==> src/rtl/core/assert_macros.svh <==
// ----------------------------------------------------------------------------
// assert_macros.svh
// Concurrent assertion helpers, compiled out for synthesis.
// ----------------------------------------------------------------------------
`ifndef ASSERT_MACROS_SVH
`define ASSERT_MACROS_SVH

`ifndef SYNTHESIS

// Check that a property holds at every clock edge outside reset
`define ASSERT_PROP(lbl, clk, rst_n, prop, msg) \
  lbl: assert property (@(posedge clk) disable iff (!(rst_n)) (prop)) \
    else $error(msg);

// Check that an expression is never true outside reset
`define ASSERT_NEVER(lbl, clk, rst_n, expr, msg) \
  lbl: assert property (@(posedge clk) disable iff (!(rst_n)) !(expr)) \
    else $error(msg);

`else

`define ASSERT_PROP(lbl, clk, rst_n, prop, msg)
`define ASSERT_NEVER(lbl, clk, rst_n, expr, msg)

`endif

`endif

==> src/rtl/core/jse_pkg.sv <==
// ----------------------------------------------------------------------------
// jse_pkg
// Shared types, constants and helpers of the JSON string escaper.
// ----------------------------------------------------------------------------
package jse_pkg;

  // Request kinds on the input channel
  typedef enum logic [1:0] {
    KIND_UNIT  = 2'd0,
    KIND_END   = 2'd1,
    KIND_ERROR = 2'd2
  } item_kind_e;

  // Escape option bits
  localparam int unsigned OPT_W        = 6;
  localparam int unsigned OPT_HEX_QUOT = 0;
  localparam int unsigned OPT_NO_SLASH = 1;
  localparam int unsigned OPT_HEX_TAG  = 2;
  localparam int unsigned OPT_HEX_AMP  = 3;
  localparam int unsigned OPT_HEX_APOS = 4;
  localparam int unsigned OPT_EXTRA    = 5;

  // Register file layout
  localparam int unsigned PADDR_W      = 3;
  localparam int unsigned PDATA_W      = 32;
  localparam logic        REG_IDX_OPTS = 1'b0;

  // Output run buffer
  localparam int unsigned RUN_MAX = 7;
  localparam int unsigned RUN_IW  = $clog2(RUN_MAX);
  localparam int unsigned RUN_LW  = $clog2(RUN_MAX + 1);

  // Queue between front and back
  localparam int unsigned QUEUE_DEPTH = 2;
  localparam int unsigned QUEUE_AW    = $clog2(QUEUE_DEPTH);
  localparam int unsigned QUEUE_CW    = $clog2(QUEUE_DEPTH + 1);

  // One classified request: the bytes to emit, first byte at index 0
  typedef struct packed {
    logic [0:RUN_MAX-1][7:0] bytes;
    logic [RUN_LW-1:0]       len;
    logic                    discard;
  } run_desc_t;

  // Lowercase hex digit of a nibble
  function automatic logic [7:0] hex_char(input logic [3:0] nib);
    logic [7:0] c;
    if (nib < 4'd10) begin
      c = 8'h30 + {4'd0, nib};
    end else begin
      c = 8'h57 + {4'd0, nib};
    end
    return c;
  endfunction

endpackage

==> src/rtl/core/jse_front.sv <==
// ----------------------------------------------------------------------------
// jse_front
// Accepts requests, tracks the open string and turns each request into a
// run of output bytes for the back end.
// ----------------------------------------------------------------------------
module jse_front import jse_pkg::*; (
  input  logic             clk_i,
  input  logic             rst_ni,
  input  logic [OPT_W-1:0] opts_i,
  input  logic             in_valid_i,
  output logic             in_ready_o,
  input  logic [1:0]       item_kind_i,
  input  logic [15:0]      code_unit_i,
  input  logic             q_full_i,
  output logic             push_o,
  output run_desc_t        push_desc_o
);

  logic             open_q, open_d;
  logic             accept;
  logic             has_quote;
  logic             use_run;
  logic [0:5][7:0]  body;
  logic [2:0]       body_len;
  logic             discard;
  logic [15:0]      u;

  assign u          = code_unit_i;
  assign in_ready_o = !q_full_i;
  assign accept     = in_valid_i && in_ready_o;

  // Escape one code unit into at most six bytes
  always_comb begin
    body     = '0;
    body_len = 3'd1;
    case (u)
      16'h0022: begin
        if (opts_i[OPT_HEX_QUOT]) begin
          body = "\\u0022"; body_len = 3'd6;
        end else begin
          body = {"\\\"", 32'd0}; body_len = 3'd2;
        end
      end
      16'h005C: begin body = {"\\\\", 32'd0}; body_len = 3'd2; end
      16'h002F: begin
        if (opts_i[OPT_NO_SLASH]) begin
          body = {"/", 40'd0}; body_len = 3'd1;
        end else begin
          body = {"\\/", 32'd0}; body_len = 3'd2;
        end
      end
      16'h0008: begin body = {"\\b", 32'd0}; body_len = 3'd2; end
      16'h000C: begin body = {"\\f", 32'd0}; body_len = 3'd2; end
      16'h000A: begin body = {"\\n", 32'd0}; body_len = 3'd2; end
      16'h000D: begin body = {"\\r", 32'd0}; body_len = 3'd2; end
      16'h0009: begin body = {"\\t", 32'd0}; body_len = 3'd2; end
      16'h003C: begin
        if (opts_i[OPT_HEX_TAG] || opts_i[OPT_EXTRA]) begin
          body = "\\u003C"; body_len = 3'd6;
        end else begin
          body = {"<", 40'd0}; body_len = 3'd1;
        end
      end
      16'h003E: begin
        if (opts_i[OPT_HEX_TAG]) begin
          body = "\\u003E"; body_len = 3'd6;
        end else begin
          body = {">", 40'd0}; body_len = 3'd1;
        end
      end
      16'h0026: begin
        if (opts_i[OPT_HEX_AMP]) begin
          body = "\\u0026"; body_len = 3'd6;
        end else begin
          body = {"&", 40'd0}; body_len = 3'd1;
        end
      end
      16'h0027: begin
        if (opts_i[OPT_HEX_APOS]) begin
          body = "\\u0027"; body_len = 3'd6;
        end else begin
          body = {"'", 40'd0}; body_len = 3'd1;
        end
      end
      16'h0040: begin
        if (opts_i[OPT_EXTRA]) begin
          body = "\\u0040"; body_len = 3'd6;
        end else begin
          body = {"@", 40'd0}; body_len = 3'd1;
        end
      end
      16'h0025: begin
        if (opts_i[OPT_EXTRA]) begin
          body = "\\u0025"; body_len = 3'd6;
        end else begin
          body = {"%", 40'd0}; body_len = 3'd1;
        end
      end
      default: begin
        if (u inside {[16'h0020:16'h007F]}) begin
          body     = {u[7:0], 40'd0};
          body_len = 3'd1;
        end else begin
          body     = {"\\u", hex_char(u[15:12]), hex_char(u[11:8]),
                      hex_char(u[7:4]), hex_char(u[3:0])};
          body_len = 3'd6;
        end
      end
    endcase
  end

  // Classify the request and track the open string
  always_comb begin
    open_d    = open_q;
    has_quote = 1'b0;
    use_run   = 1'b1;
    discard   = 1'b0;
    push_desc_o = '0;
    case (item_kind_i)
      KIND_UNIT: begin
        has_quote = !open_q;
        open_d    = 1'b1;
        push_desc_o.len = RUN_LW'(body_len) + RUN_LW'(has_quote);
        if (has_quote) begin
          push_desc_o.bytes = {"\"", body};
        end else begin
          push_desc_o.bytes = {body, 8'd0};
        end
      end
      KIND_END: begin
        open_d = 1'b0;
        if (open_q) begin
          push_desc_o.bytes = {"\"", 48'd0};
          push_desc_o.len   = RUN_LW'(1);
        end else begin
          push_desc_o.bytes = {"\"\"", 40'd0};
          push_desc_o.len   = RUN_LW'(2);
        end
      end
      KIND_ERROR: begin
        open_d  = 1'b0;
        discard = 1'b1;
        push_desc_o.bytes = {"null", 24'd0};
        push_desc_o.len   = RUN_LW'(4);
      end
      default: begin
        use_run = 1'b0;
      end
    endcase
    push_desc_o.discard = discard;
  end

  assign push_o = accept && use_run;

  // Hold the open-string flag
  always_ff @(posedge clk_i or negedge rst_ni) begin
    if (!rst_ni) begin
      open_q <= 1'b0;
    end else if (accept) begin
      open_q <= open_d;
    end
  end

endmodule

==> src/rtl/core/jse_queue.sv <==
// ----------------------------------------------------------------------------
// jse_queue
// Small descriptor queue that decouples the front end from the back end.
// ----------------------------------------------------------------------------
`include "assert_macros.svh"

module jse_queue import jse_pkg::*; (
  input  logic      clk_i,
  input  logic      rst_ni,
  input  logic      push_i,
  input  run_desc_t push_desc_i,
  output logic      full_o,
  input  logic      pop_i,
  output logic      empty_o,
  output run_desc_t head_o
);

  run_desc_t           mem_q [QUEUE_DEPTH];
  logic [QUEUE_AW-1:0] wptr_q, wptr_d;
  logic [QUEUE_AW-1:0] rptr_q, rptr_d;
  logic [QUEUE_CW-1:0] cnt_q, cnt_d;

  assign full_o  = (cnt_q == QUEUE_CW'(QUEUE_DEPTH));
  assign empty_o = (cnt_q == '0);
  assign head_o  = mem_q[rptr_q];

  // Advance pointers and the fill count
  always_comb begin
    wptr_d = wptr_q;
    rptr_d = rptr_q;
    cnt_d  = cnt_q;
    if (push_i) begin
      wptr_d = (wptr_q == QUEUE_AW'(QUEUE_DEPTH - 1)) ? '0 : wptr_q + 1'b1;
    end
    if (pop_i) begin
      rptr_d = (rptr_q == QUEUE_AW'(QUEUE_DEPTH - 1)) ? '0 : rptr_q + 1'b1;
    end
    case ({push_i, pop_i})
      2'b10:   cnt_d = cnt_q + 1'b1;
      2'b01:   cnt_d = cnt_q - 1'b1;
      default: cnt_d = cnt_q;
    endcase
  end

  always_ff @(posedge clk_i or negedge rst_ni) begin
    if (!rst_ni) begin
      wptr_q <= '0;
      rptr_q <= '0;
      cnt_q  <= '0;
    end else begin
      wptr_q <= wptr_d;
      rptr_q <= rptr_d;
      cnt_q  <= cnt_d;
    end
  end

  // Store pushed descriptors
  always_ff @(posedge clk_i) begin
    if (push_i) begin
      mem_q[wptr_q] <= push_desc_i;
    end
  end

  `ASSERT_NEVER(a_no_push_full, clk_i, rst_ni, push_i && full_o && !pop_i, "push into full queue")
  `ASSERT_NEVER(a_no_pop_empty, clk_i, rst_ni, pop_i && empty_o, "pop from empty queue")

endmodule

==> src/rtl/core/jse_back.sv <==
// ----------------------------------------------------------------------------
// jse_back
// Walks the head descriptor and emits one byte per cycle, while the receiver
// is ready, through a registered output stage.
// ----------------------------------------------------------------------------
`include "assert_macros.svh"

module jse_back import jse_pkg::*; (
  input  logic       clk_i,
  input  logic       rst_ni,
  input  logic       empty_i,
  input  run_desc_t  head_i,
  output logic       pop_o,
  output logic       out_valid_o,
  input  logic       out_ready_i,
  output logic [7:0] out_byte_o,
  output logic       discard_before_o,
  output logic       last_of_run_o
);

  logic              valid_q, valid_d;
  logic [7:0]        byte_q;
  logic              disc_q;
  logic              last_q;
  logic [RUN_IW-1:0] idx_q, idx_d;
  logic              load;
  logic              take;
  logic              is_last;

  assign load    = !valid_q || out_ready_i;
  assign take    = load && !empty_i;
  assign is_last = (RUN_LW'(idx_q) == RUN_LW'(head_i.len - 1'b1));
  assign pop_o   = take && is_last;

  // Advance through the run and refill the output stage
  always_comb begin
    valid_d = valid_q;
    idx_d   = idx_q;
    if (load) begin
      valid_d = !empty_i;
    end
    if (take) begin
      idx_d = is_last ? '0 : idx_q + 1'b1;
    end
  end

  always_ff @(posedge clk_i or negedge rst_ni) begin
    if (!rst_ni) begin
      valid_q <= 1'b0;
      idx_q   <= '0;
    end else begin
      valid_q <= valid_d;
      idx_q   <= idx_d;
    end
  end

  // Capture the payload of the next byte
  always_ff @(posedge clk_i) begin
    if (take) begin
      byte_q <= head_i.bytes[idx_q];
      disc_q <= head_i.discard && (idx_q == '0);
      last_q <= is_last;
    end
  end

  assign out_valid_o      = valid_q;
  assign out_byte_o       = byte_q;
  assign discard_before_o = disc_q;
  assign last_of_run_o    = last_q;

  `ASSERT_PROP(a_mid_run_has_head, clk_i, rst_ni, (idx_q != '0) |-> !empty_i, "run index without head")
  `ASSERT_PROP(a_discard_is_null, clk_i, rst_ni, (valid_q && disc_q) |-> (byte_q == 8'h6E), "discard not on null")

endmodule

==> src/rtl/core/json_string_escaper.sv <==
// ----------------------------------------------------------------------------
// json_string_escaper
// Escapes decoded UTF-16 code units into a quoted JSON string, one byte out
// per cycle while the receiver is ready.
// ----------------------------------------------------------------------------
// Usage:
//   Input requests (item_kind_i, code_unit_i) arrive on a valid/ready channel:
//   a code unit, an end-of-string marker or a decode-error marker. Each
//   request yields a run of 1 to 7 bytes on the output valid/ready channel;
//   the unused kind is accepted and dropped without output.
//   last_of_run_o flags the final byte of a run and discard_before_o flags
//   the first byte of the "null" that replaces a string after an error.
//   The front end takes one request per cycle, while the queue has room, into
//   a two-entry queue; the back end emits one byte per cycle while the
//   receiver is ready, so a request holds the output until every byte of its
//   run (1, 2, 3, 4, 6 or 7) is taken. An accepted request is first written
//   into the queue, and its first byte is then loaded into the output stage.
//   escape_options sits at APB address 0 and should be written while idle.
//   Reset clears the options, the open-string flag, the queue and the
//   output stage. A stalled receiver holds the current byte; the queue then
//   fills and in_ready_o drops until bytes drain.
// ----------------------------------------------------------------------------
module json_string_escaper import jse_pkg::*; (
  input  logic               clk_i,
  input  logic               rst_ni,
  // APB configuration port
  input  logic               psel,
  input  logic               penable,
  input  logic               pwrite,
  input  logic [PADDR_W-1:0] paddr,
  input  logic [PDATA_W-1:0] pwdata,
  output logic [PDATA_W-1:0] prdata,
  output logic               pready,
  // Input requests
  input  logic               in_valid_i,
  output logic               in_ready_o,
  input  logic [1:0]         item_kind_i,
  input  logic [15:0]        code_unit_i,
  // Output bytes
  output logic               out_valid_o,
  input  logic               out_ready_i,
  output logic [7:0]         out_byte_o,
  output logic               discard_before_o,
  output logic               last_of_run_o
);

  logic [OPT_W-1:0] opts_q;
  logic             reg_idx;
  logic             q_full;
  logic             q_empty;
  logic             push;
  logic             pop;
  run_desc_t        push_desc;
  run_desc_t        head;

  // Register access
  assign pready  = 1'b1;
  assign reg_idx = paddr[PADDR_W-1];
  assign prdata  = (reg_idx == REG_IDX_OPTS) ? PDATA_W'(opts_q) : '0;

  always_ff @(posedge clk_i or negedge rst_ni) begin
    if (!rst_ni) begin
      opts_q <= '0;
    end else if (psel && penable && pwrite && pready && (reg_idx == REG_IDX_OPTS)) begin
      opts_q <= pwdata[OPT_W-1:0];
    end
  end

  jse_front u_front (
    .clk_i       (clk_i),
    .rst_ni      (rst_ni),
    .opts_i      (opts_q),
    .in_valid_i  (in_valid_i),
    .in_ready_o  (in_ready_o),
    .item_kind_i (item_kind_i),
    .code_unit_i (code_unit_i),
    .q_full_i    (q_full),
    .push_o      (push),
    .push_desc_o (push_desc)
  );

  jse_queue u_queue (
    .clk_i       (clk_i),
    .rst_ni      (rst_ni),
    .push_i      (push),
    .push_desc_i (push_desc),
    .full_o      (q_full),
    .pop_i       (pop),
    .empty_o     (q_empty),
    .head_o      (head)
  );

  jse_back u_back (
    .clk_i            (clk_i),
    .rst_ni           (rst_ni),
    .empty_i          (q_empty),
    .head_i           (head),
    .pop_o            (pop),
    .out_valid_o      (out_valid_o),
    .out_ready_i      (out_ready_i),
    .out_byte_o       (out_byte_o),
    .discard_before_o (discard_before_o),
    .last_of_run_o    (last_of_run_o)
  );

endmodule

==> config.mk <==
export PLATFORM = sky130hd
export DESIGN_NAME = json_string_escaper
export DESIGN_NICKNAME = d
export VERILOG_FILES = /design/src/rtl/core/jse_pkg.sv /design/src/rtl/core/jse_front.sv /design/src/rtl/core/jse_queue.sv /design/src/rtl/core/jse_back.sv /design/src/rtl/core/json_string_escaper.sv
export VERILOG_INCLUDE_DIRS = /design/src /design/src/rtl/core
export SDC_FILE = /design/constraint.sdc
export NUM_CORES = 1
export LEC_CHECK = 0
export BUFFER_PORTS_ARGS = -buffer_cell sky130_fd_sc_hd__buf_2
export CORE_MARGIN = 8
export CORE_UTILIZATION = 50
export DETAILED_ROUTE_END_ITERATION = 16
export GPL_ROUTABILITY_DRIVEN = 0
export PLACE_DENSITY = 0.84
export SLEW_MARGIN = 10
export SYNTH_ARGS = -nofsm -noshare
export SYNTH_HDL_FRONTEND = slang
export SYNTH_SLANG_ARGS = --single-unit
==> constraint.sdc <==
create_clock -name clk_i -period 4.1 [get_ports clk_i]
set_clock_uncertainty 0.1 [all_clocks]
set_input_delay 0.205 -clock clk_i [delete_from_list [all_inputs] [get_ports clk_i]]
set_output_delay 0.205 -clock clk_i [all_outputs]
set_load 0.02 [all_outputs]
==> results of run 1 <==
[layout make-up]
type | count | area [sq um] | area share
clock buffers | 20 | 437 | 0.0500
clock inverters | 12 | 62.6 | 0.00716
inverters | 21 | 78.8 | 0.00902
multi-input cells | 497 | 3530 | 0.403
flip-flops and latches | 135 | 3980 | 0.455
well taps | 211 | 264 | 0.0302
repair buffers | 66 | 393 | 0.0449
[cells by family after synthesis]
kind of cell | share of synthesized area
AND/OR/NAND/NOR | 0.155
AO/OA/AOI/OAI | 0.124
flip-flops | 0.509
multiplexers | 0.101
XOR/XNOR | 0.0157
other | 0.000961
adder cells (fa/ha/maj) | 0.0384
buffers and inverters | 0.0556
[power by group]
part | switching (mW) | total (mW) | leakage, nW | internal [mW]
clock | 0.523 | 1.28 | 0.248 | 0.756
combinational | 0.883 | 1.52 | 1.71 | 0.641
sequential | 0.229 | 2.14 | 1.31 | 1.91
total | 1.64 | 4.95 | 3.27 | 3.31
[routing by layer]
| metal | share of wire | GRT usage |
|---|---|---|
| met2 | 0.49 | 0.321 |
| met1 | 0.40 | 0.230 |
| met3 | 0.075 | 0.0398 |
| met5 | 0 | 0 |
| met4 | 0.037 | 0.0928 |
[final timing paths]
| path | end | start | cells past startpoint | slack [ps] |
|---|---|---|---|---|
| min | u_front.open_q | in_valid_i | 3 | 30 |
| max in group asynchronous | u_queue.rptr_q | rst_ni | 2 | 3450 |
| min reg2reg | u_back.out_valid_o | u_back.out_valid_o | 2 | 400 |
| max | u_queue.mem_q[1][3] | code_unit_i[5] | 14 | 870 |
| max reg2reg | u_queue.cnt_q[1] | u_queue.rptr_q | 8 | 1240 |
| min in group asynchronous | opts_q[1] | rst_ni | 2 | 150 |
[critical path, stage by stage]
cell,delay [ps]
sky130_fd_sc_hd__buf_2,170
sky130_fd_sc_hd__inv_1,190
sky130_fd_sc_hd__ha_1,240
sky130_fd_sc_hd__nor4bb_1,630
sky130_fd_sc_hd__o21ai_0,180
sky130_fd_sc_hd__a211oi_1,320
sky130_fd_sc_hd__nor3_1,110
sky130_fd_sc_hd__and2_2,240
sky130_fd_sc_hd__inv_1,80
sky130_fd_sc_hd__o2111ai_1,110
sky130_fd_sc_hd__ha_1,210
sky130_fd_sc_hd__ha_1,190
sky130_fd_sc_hd__xor2_1,150
sky130_fd_sc_hd__o21ai_0,300
[registers in the layout, summed over array words and instances (netlist names)]
register / cells
opts_q: 6
u_back.out_valid_o: 1
u_queue.rptr_q: 1
u_queue.cnt_q: 2
u_queue.mem_q: 110
u_front.open_q: 1
u_back.idx_q: 3
u_back.out_byte_o: 8
u_queue.wptr_q: 1
u_back.discard_before_o: 1
u_back.last_of_run_o: 1
[Yosys cell counts (15+ instances only)]
library cell,number
sky130_fd_sc_hd__nor2_1,71
sky130_fd_sc_hd__nor3_1,18
sky130_fd_sc_hd__mux2i_1,20
sky130_fd_sc_hd__buf_4,27
sky130_fd_sc_hd__mux4_2,22
sky130_fd_sc_hd__inv_1,20
sky130_fd_sc_hd__clkbuf_1,27
sky130_fd_sc_hd__nand2_1,43
sky130_fd_sc_hd__ha_1,24
sky130_fd_sc_hd__a21oi_1,35
sky130_fd_sc_hd__o21ai_0,45
sky130_fd_sc_hd__edfxtp_1,120
sky130_fd_sc_hd__dfrtp_1,15
sky130_fd_sc_hd__nand3_1,16
==> impl_metrics.tcl, run 1 <==
set metrics [dict create \
    status "finished clean" \
    grt-ovfl-total 0 \
    maxClockFrequency_mhz 309 \
    first_global_vias 5524 \
    detailedRoute.firstPassIterationCount 7 \
    mostFrequentLayoutCells "sky130_fd_sc_hd__edfxtp_1 (120), sky130_fd_sc_hd__nor2_1 (69), sky130_fd_sc_hd__buf_2 (49), sky130_fd_sc_hd__o21ai_0 (45), sky130_fd_sc_hd__nand2_1 (43)" \
    tritoncts.num_buffers 17 \
    post_cts.resized_instances 0 \
    grt_pass1_wl_um 29500 \
    synth.area.top_cells "sky130_fd_sc_hd__edfxtp_1 (46%), sky130_fd_sc_hd__mux4_2 (6.3%), sky130_fd_sc_hd__dfrtp_1 (4.8%), sky130_fd_sc_hd__ha_1 (3.8%), sky130_fd_sc_hd__nor2_1 (3.4%)" \
    post-route-cell-area_sq_um 8740 \
    unrepaired_setup_endpoints_after_global_routing "no" \
    cp_max_fo 7 \
    fp.coreArea_sq_um 15300 \
    drv.max_cap_violation_count 0 \
    synthToLayoutAreaGrowth_pct 11.8 \
    report.power.total_mw 4.95 \
    layoutNonFillerInstCount 962 \
    setup_viol 0 \
    nFillCells 1232 \
    post_cts_buffers 0 \
    clk_latency_ps 410 \
    slew-limit-headroom 0.508 \
    cellLeakagePower_nw 3.27 \
    num-nets-final 822 \
    route.antenna.remaining_nets 0 \
    final_layout_size_suffix_gt1_frac 0.190 \
    timing.critical_path.arrival_ps 3330 \
    boundary_pins 105 \
    cts.hold.buffers_added 8 \
    route.detailed.vias_per_inst 5.96 \
    grt.total_usage 0.191 \
    syn_inst 684 \
    grt_antenna_before_repair 0 \
    chipWidth_um 141 \
    synth-warning-count 0 \
    final_max_slew_viol_count 0 \
    power.density_cell_area_nw_per_um2 566 \
    drc_errors 0 \
    critPathKind "input pin to flop" \
    number_of_flops_mapped_to_enable_cells_by_yosys 120 \
    h-tree-depth 4 \
    final_hold_viol_count 0 \
    clock-root-buffer "sky130_fd_sc_hd__clkbuf_16" \
    crit_path_end_kind "flop" \
    grt_max_degree 56 \
    vias 5736 \
    placed_cell_area_sq_um 8160 \
    cp.required_ps 4190 \
    yosysTopAreaCellShare 0.461 \
    die_area_sq_um 19900 \
    finish.utilization 0.573 \
    critPathLaunchType "input pin" \
    postSynth.topFlopCell "sky130_fd_sc_hd__edfxtp_1" \
    dp_slack_ps 555 \
    min_period_ps 3230 \
    most_common_library_cell_in_the_layout_ignoring_fill_and_taps "sky130_fd_sc_hd__edfxtp_1" \
    clk_transition_reported_paths_ps 60 \
    tightest_slew_ps 738 \
    placedCellCount 922 \
    floorplan.initialDensity 0.512 \
    iteration_0_drc_count_of_the_detailed_router 529 \
    placement.io_buffers 49 \
    synth-seq-area-share 0.509 \
    antenna_cells 0 \
    synth.distinct_cells 82 \
    setup_tns_ps 0 \
    synth.largest_area_cell "sky130_fd_sc_hd__edfxtp_1" \
    fp-row-count 45 \
    hold_path.class "input pin to flop" \
    place_hpwl_um 13800 \
    dieHeight_um 141 \
    post_synth_instance_area_sq_um 7810 \
    worst_hold_slack_across_all_endpoints_ps 33.9 \
    synth-seq-cells 135 \
    synth_area_per_cell_sq_um 11.4 \
    timing.final.ws_setup_ps 867 \
    ctsLongestPathBuffers 2 \
    routedWlPerCell_um 19.4 \
    ys_async_sr_fraction 0.111 \
    ir_worst_vdd_mv 0.306 \
    clock-sinks 135 \
    min_period_over_period 0.789 \
    wire_length_reported_by_the_detailed_router_um 18600 \
    cts_tree "done" \
]
No activity file was read; power rests on OpenSTA's default activity.
==> run 2, diff against run 1 <==
--- a/config.mk
+++ b/config.mk
@@ -11,7 +11,7 @@
 export CORE_UTILIZATION = 50
 export DETAILED_ROUTE_END_ITERATION = 16
 export GPL_ROUTABILITY_DRIVEN = 0
-export PLACE_DENSITY = 0.84
+export PLACE_DENSITY = 0.81
 export SLEW_MARGIN = 10
 export SYNTH_ARGS = -nofsm -noshare
 export SYNTH_HDL_FRONTEND = slang
==> constraint.sdc (replaced) <==
create_clock -name clk_i -period 3.2 [get_ports clk_i]
set_clock_uncertainty 0.1 [all_clocks]
set_input_delay 0.16 -clock clk_i [delete_from_list [all_inputs] [get_ports clk_i]]
set_output_delay 0.16 -clock clk_i [all_outputs]
set_load 0.02 [all_outputs]
==> run 2 against run 1 <==
Global-route usage grew 0.80 points. Sequential share of layout area down 2.3 points. First-iteration DRC count grew 4.9%. Non-clock buffer count up 47. Critical path depth fell by 3. Sequential power is 23% higher. Largest cell class unchanged. Power increased by 35%. Largest power group unchanged.
==> impl_metrics.tcl, run 2 (synthesized netlist as in run 1, its figures left out) <==
set metrics [dict create \
    first_global_vias 5746 \
    largest_register_ffs 110 \
    die_area_sq_um 19900 \
    wire_length_reported_by_the_detailed_router_um 19200 \
    post_cts_buffers 0 \
    drv.max_cap_violation_count 0 \
    dieHeight_um 141 \
    setup_viol 0 \
    grt.total_usage 0.199 \
    clk_latency_ps 420 \
    met3_usage_grt 0.0469 \
    ir_worst_vdd_mv 0.455 \
    crit_path_end_kind "flop" \
    timing.critical_path.arrival_ps 2990 \
    clock-sinks 135 \
    route.antenna.remaining_nets 0 \
    clk_transition_reported_paths_ps 60 \
    worst-r2r-setup-slack_ps 580 \
    final_layout_size_suffix_gt1_frac 0.241 \
    post-route-cell-area_sq_um 9210 \
    routedWlPerCell_um 19.0 \
    cp.required_ps 3300 \
    unrepaired_setup_endpoints_after_global_routing "no" \
    min_period_ps 2890 \
    grt_busiest_layer "met2" \
    hold_path.class "input pin to asynchronous set/reset pin" \
    tightest_slew_ps 585 \
    grt_antenna_before_repair 0 \
    use_met1 0.248 \
    min_period_over_period 0.904 \
    clock-root-buffer "sky130_fd_sc_hd__clkbuf_16" \
    chipWidth_um 141 \
    detailedRoute.firstPassIterationCount 5 \
    cp_max_fo 6 \
    boundary_pins 105 \
    end_of_the_worst_register_to_register_path "u_queue.mem_q[0][46]" \
    ctsLongestPathBuffers 2 \
    most_common_library_cell_in_the_layout_ignoring_fill_and_taps "sky130_fd_sc_hd__edfxtp_1" \
    mostFrequentLayoutCells "sky130_fd_sc_hd__edfxtp_1 (120), sky130_fd_sc_hd__nor2_1 (69), sky130_fd_sc_hd__buf_4 (53), sky130_fd_sc_hd__buf_2 (49), sky130_fd_sc_hd__o21ai_0 (45)" \
    critPathKind "input pin to flop" \
    final_hold_viol_count 0 \
    floorplan.initialDensity 0.512 \
    num-nets-final 869 \
    power.density_cell_area_nw_per_um2 726 \
    drc_errors 0 \
    grt_max_degree 56 \
    fp.coreArea_sq_um 15300 \
    report.power.total_mw 6.68 \
    iteration_0_drc_count_of_the_detailed_router 555 \
    status "finished clean" \
    grt_util_met2 0.324 \
    reg2reg_from "opts_q[4]" \
    synthToLayoutAreaGrowth_pct 17.9 \
    final_max_slew_viol_count 0 \
    vias 5970 \
    route.detailed.vias_per_inst 5.92 \
    h-tree-depth 4 \
    place_hpwl_um 14400 \
    slew-limit-headroom 0.605 \
    cellLeakagePower_nw 3.54 \
    maxClockFrequency_mhz 346 \
    antenna_cells 0 \
    placement.io_buffers 49 \
    regMostFlops "u_queue.mem_q" \
    cts_tree "done" \
    grt_pass1_wl_um 30600 \
    worst_r2r_path_depth 7 \
    grt-ovfl-total 0 \
    tritoncts.num_buffers 17 \
    critPathLaunchType "input pin" \
    fp-row-count 45 \
    placed_cell_area_sq_um 8530 \
]
## run 2: metal layers
metal  vias up  wire length [um]
met1      2859              7740
li1       2739                 -
met2       314              9150
met4         0               703
met3        58              1590
met5         -                 0
## run 2: cell type report
type / instances / area [sq um]
repair buffers: 113 / 773
well taps: 211 / 264
flip-flops and latches: 135 / 3980
clock inverters: 13 / 155
inverters: 21 / 78.8
multi-input cells: 497 / 3530
clock buffers: 19 / 433
fillers: 1228 / 6050
## run 2: power breakdown
group | total, mW | switching, mW | internal, mW
Clock | 1.92 | 0.702 | 1.22
Sequential | 2.63 | 0.180 | 2.45
Combinational | 2.13 | 1.26 | 0.876
## run 2: repair_timing
item,4_1_cts,5_1_grt
hold buffers,9,0
gates resized for setup,0,0
hold endpoints to repair,23,0
## run 2: how the worst max path moves through the flow
stage,end,slack [ps],from
CTS,u_queue.mem_q[1][16],380,code_unit_i[9]
global placement,u_queue.mem_q[0][2],-6,code_unit_i[9]
global route,u_queue.mem_q[0][3],200,code_unit_i[9]
detailed placement,u_queue.mem_q[0][3],-30,code_unit_i[9]
finish,u_queue.mem_q[1][16],310,code_unit_i[9]
floorplan,u_queue.mem_q[0][0],-840,u_queue.cnt_q[0]
## run 2: per-stage QoR
step | instances | util | setup slack (ps) | hold slack, ps | TNS (ps)
after floorplan | 713 | - | -845 | -236 | -92910
after global placement | 968 | 0.559 | -5.61 | -4.11 | -11.2
after detailed placement | 968 | 0.559 | -33.9 | -4.94 | -120
after CTS | 1009 | 0.604 | 377 | 86.8 | 0
after global routing | 1009 | 0.604 | 199 | 130 | 0
final | 1009 | 0.604 | 308 | 84.5 | 0
## run 2: critical path, cell delays in order
cell and delay, ps:
sky130_fd_sc_hd__buf_2 100, sky130_fd_sc_hd__inv_1 60, sky130_fd_sc_hd__ha_1 200, sky130_fd_sc_hd__or4b_2 610
sky130_fd_sc_hd__a211oi_1 340, sky130_fd_sc_hd__mux2i_1 280, sky130_fd_sc_hd__nor2_1 80, sky130_fd_sc_hd__buf_4 160
sky130_fd_sc_hd__and2_4 150, sky130_fd_sc_hd__or4_1 540, sky130_fd_sc_hd__a21oi_1 310
